**src/sv/tgu_fifo.sv**
```systemverilog
`default_nettype none
module tgu_fifo #(
  parameter int W = 8,
  parameter int DEPTH = 2
) (
  input  wire logic clk,
  input  wire logic rst,
  input  wire logic wr_valid,
  output logic wr_ready,
  input  wire logic [W-1:0] wr_data,
  output logic rd_valid,
  input  wire logic rd_ready,
  output logic [W-1:0] rd_data
);
  localparam int AW = DEPTH > 1 ? $clog2(DEPTH) : 1;
  logic [W-1:0] mem [DEPTH];
  logic [AW-1:0] wp;
  logic [AW-1:0] rp;
  logic [AW:0] cnt;
  logic do_wr;
  logic do_rd;

  assign wr_ready = cnt != (AW+1)'(DEPTH);
  assign rd_valid = cnt != '0;
  assign rd_data = mem[rp];
  assign do_wr = wr_valid && wr_ready;
  assign do_rd = rd_valid && rd_ready;

  always_ff @(posedge clk) begin
    if (rst) begin
      wp <= '0;
      rp <= '0;
      cnt <= '0;
    end else begin
      if (do_wr) begin
        wp <= (wp == AW'(DEPTH - 1)) ? '0 : wp + 1'b1;
      end
      if (do_rd) begin
        rp <= (rp == AW'(DEPTH - 1)) ? '0 : rp + 1'b1;
      end
      cnt <= cnt + (AW+1)'(do_wr) - (AW+1)'(do_rd);
    end
    if (do_wr) begin
      mem[wp] <= wr_data;
    end
  end

`ifndef SYNTH
  a_no_over: assert property (@(posedge clk) disable iff (rst)
    cnt <= (AW+1)'(DEPTH)) else $error("queue overflow");
  a_cnt: assert property (@(posedge clk) disable iff (rst)
    do_wr && !do_rd |=> cnt == $past(cnt) + 1'b1) else $error("count");
  a_empty: assert property (@(posedge clk) disable iff (rst)
    cnt == '0 |-> !rd_valid) else $error("empty valid");
`endif
endmodule
`default_nettype wire

```
**config.mk**
```make
export PLATFORM = sky130hd
export DESIGN_NAME = tgu_fifo
export DESIGN_NICKNAME = d
export VERILOG_FILES = /design/src/sv/tgu_fifo.sv
export SDC_FILE = /design/constraint.sdc
export NUM_CORES = 1
export LEC_CHECK = 0
export BUFFER_PORTS_ARGS = -buffer_cell sky130_fd_sc_hd__clkbuf_2
export CAP_MARGIN = 10
export CORE_MARGIN = 8
export CORE_UTILIZATION = 55
export CTS_BUF_LIST = sky130_fd_sc_hd__clkbuf_4 sky130_fd_sc_hd__clkbuf_8
export DETAILED_ROUTE_END_ITERATION = 8
export PLACE_DENSITY = 0.85
export SLEW_MARGIN = 5
export SYNTH_ARGS = -nofsm -noshare
export SYNTH_HDL_FRONTEND = slang
export SYNTH_SLANG_ARGS = --single-unit
```
**constraint.sdc**
```tcl
create_clock -name clk -period 3.62 [get_ports clk]
set_input_delay 0.543 -clock clk [delete_from_list [all_inputs] [get_ports clk]]
set_output_delay 0.543 -clock clk [all_outputs]
set_load 0.01 [all_outputs]
```
==> flow_summary_export.csv <==
group,metric,value,unit
run_status,status,"finished, final reports clean",
clock_network,post_cts_buffers,0,
grt,grt_pass1_wl,2260,um
clock_network,clk_pin_slew_worst_paths,0.10,ns
power_and_ir_drop,intPower,0.416,mW
power_and_ir_drop,leakage,0.391,nW
drt,routedWlPerCell,15.9,um
power_and_ir_drop,p_sw,0.155,mW
grt,grt_overflow,0,
clock_network,clock_latency,0.29,ns
grt,grt_max_degree,12,
drt,drt_iter0_drc,19,
synthesis,ys_warn_count,0,
floorplanning,initial_core_util,57.1,%
power_and_ir_drop,p_per_area,576,nW/um^2
drt,ant_nets,0,
synthesis,netlist_top_cells_count,"edfxtp_1, mux2_2, dfxtp_1",
place,dp_hpwl,1140,um
grt,track_usage,10.4,%
clock_network,ctsHtreeMaxLevel,1,
clock_network,numCtsBuffers,3,
timing,hold_viol,0,
setup_path,start_kind,"flip-flop",
timing,finalSetupTns,0,ns
synthesis,synthCells,52,
clock_network,clock_sinks,21,
setup_path,path_max_fanout,8,
power_and_ir_drop,peakVddDrop,0.000328,V
synthesis,synth.most_common_cell,"edfxtp_1",
synthesis,synth_top_area_share,57.1,%
job,drv_cap,0,
finish,area_growth,17.9,%
setup_path,cp_slowest_cell,"dfxtp_1",
drt,via_per_inst,5.65,
floorplanning,die_h,55.1,um
place,post-place-ws,1.95,ns
setup_path,worst_setup_path_end_kind,"output pin",
clock_network,cts-root-buf,"clkbuf_4",
timing,worstMarginPinSlew,0.336,ns
place,io_buffers,21,
finish,num-nets-final,90,
timing,setup_violations,0,
clock_network,cts_buffer_depth,2,
floorplanning,fp-row-count,14,
setup_path,crit_type,"flip-flop to output pin",
place,globalplace.congestion,0.805,
power_and_ir_drop,pwr-share-seq,55.4,%
setup_path,crit_chain,"mux2_2, clkbuf_2",
place,dpl_cell_area,961,sq um
synthesis,yosysSeqAreaShare,69.0,%
power_and_ir_drop,pwr-share-clk,19.8,%
synthesis,synth.ff_latch_count,21,
setup_path,ff2ff_setup_slack,2.03,ns
hold_path,hp-class,"primary input to flip-flop",
finish,num-fill-cells,111,
drt,vias,520,
finish,drive_above_1_share,51.3,%
clock_network,cts_tree,"done",
setup_path,reg2reg_depth,6,
synthesis,synth_top_area_cell,"edfxtp_1",
floorplanning,design.core.area,1470,sq um
synthesis,avgSynthCellArea,16.2,sq um
power_and_ir_drop,switching_share,27.2,%
timing,setup_ws,1.74,ns
setup_path,r2r-start,"cnt[0]$_SDFF_PP0_",
drt,dr.pass1.iters,4,
floorplanning,io_pins,22,
finish,final_cell_area,991,sq um
clock_network,cts-resized-gates,0,
power_and_ir_drop,total_power,0.571,mW
floorplanning,fp.dieW,55.1,um
timing,rsz0062_at_grt,"false",
finish,instances_no_fill,92,
drt,postRouteWirelength,1460,um
synthesis,ys_async_sr_fraction,0,%
clock_network,cts.hold.buffers_added,0,
setup_path,rr_endpoint,"cnt[1]$_SDFF_PP0_",
floorplanning,die_area,3040,sq um
setup_path,crit_path_end,"rd_data[4]",
drt,drcViolationCount,0,
timing,fmax,0.532,GHz
place,dp.cells,88,
synthesis,syn_nets,65,
hold_path,hold-path-cell-count,1,
timing,fin_worst_skew,0.00319,ns
setup_path,worstPathArrival,1.34,ns
grt,antenna_found_initial,0,
synthesis,synth_enable_flop_cells,16,
synthesis,synth_ff_type,"edfxtp_1",
grt,first_global_vias,524,
finish,n_antenna_cell,0,
timing,maxSlewViolCount,0,
setup_path,cpPeakStageDelay,0.53,ns
timing,post-route-min-period,1.88,ns
synthesis,netlist_area,841,sq um
timing,fin_crit_sh,51.9,%
timing,relSlewSlack,77.6,%
power_and_ir_drop,p_comb_share,24.8,%
synthesis,yosys-top-cells-area,"edfxtp_1, dfxtp_1, mux2_2",
synthesis,synthDistinctLibCells,22,
setup_path,cp.required,3.08,ns
## placed cells by master (no fill, tap or decap), drive strengths merged, types with 2 or more instances in the layout
cell type / n
clkbuf: 25
edfxtp: 16
mux2: 8
dfxtp: 5
nor2: 3
a21oi: 2
nor2b: 2
and3: 2
## routing by layer
| metal | global-route usage (%) | up-vias | wire length (um) |
|---|---|---|---|
| met5 | 0 | - | 0 |
| met4 | 3.60 | 0 | 22 |
| met3 | 3.74 | 4 | 103 |
| met2 | 17.5 | 22 | 764 |
| met1 | 11.8 | 247 | 573 |
| li1 | - | 247 | - |
## power by group through the flow
stage / clock (mW) / sequential [mW] / combinational [mW]
6_report: 0.113 / 0.317 / 0.141
5_1_grt: 0.127 / 0.322 / 0.154
4_1_cts: 0.116 / 0.317 / 0.144
3_5_place_dp: 0 / 0.323 / 0.143
3_3_place_gp: 0 / 0.321 / 0.137
2_1_floorplan: 0 / 0.310 / 0.101
## worst max-delay path: cells and delay by family, from the launching register on
family | cells | cell delay, ns
buffers and inverters | 1 | 0.13
multiplexers | 1 | 0.38
flip-flops | 1 | 0.53
## through the flow
step           hold WS, ns  util [%]
2_1_floorplan        0.472         -
3_3_place_gp         0.485      65.3
3_5_place_dp         0.510      65.3
4_1_cts              0.427      67.3
5_1_grt              0.410      67.3
6_report             0.432      67.3
## sequential cells by signal, summed over array words and instances (netlist names), named ones only
signal	flops
rp	1
mem	16
cnt	2
wp	1
## how the worst min path moves through the flow
| stage | to | slack [ns] | start |
|---|---|---|---|
| final | mem[0][6]$_DFFE_PP_ | 0.43 | wr_data[6] |
| after global routing | mem[1][6]$_DFFE_PP_ | 0.41 | wr_data[6] |
| after CTS | mem[0][6]$_DFFE_PP_ | 0.43 | wr_data[6] |
| after detailed placement | rp$_SDFFE_PP0P_ | 0.51 | rp$_SDFFE_PP0P_ |
| after global placement | flip-flop | 0.49 | rp$_SDFFE_PP0P_ |
| after floorplan | flip-flop | 0.47 | rp$_SDFFE_PP0P_ |
## area by class of cell
type	count	area (sq um)	share of cell area, %
clock buffers	4	30.0	3.03
inverters	1	3.75	0.379
multi-input cells	29	251	25.4
flip-flops and latches	21	581	58.6
well taps	16	20.0	2.02
repair buffers	21	105	10.6
## cell families (layout without fill, tap and decap cells)
| kind of cell | after synthesis | count (layout) | share of synthesized area, % |
|---|---|---|---|
| AOI/OAI and AO/OA | 6 | 6 | 5.06 |
| xor gates and xnor gates | 1 | 1 | 1.04 |
| adders and majority gates | 1 | 1 | 1.49 |
| buffers and inverters | 2 | 26 | 1.04 |
| DFF | 21 | 21 | 69.0 |
| muxes | 8 | 8 | 10.7 |
| and+or+nand+nor | 13 | 13 | 11.6 |
No activity file was read; power rests on OpenSTA's default activity.
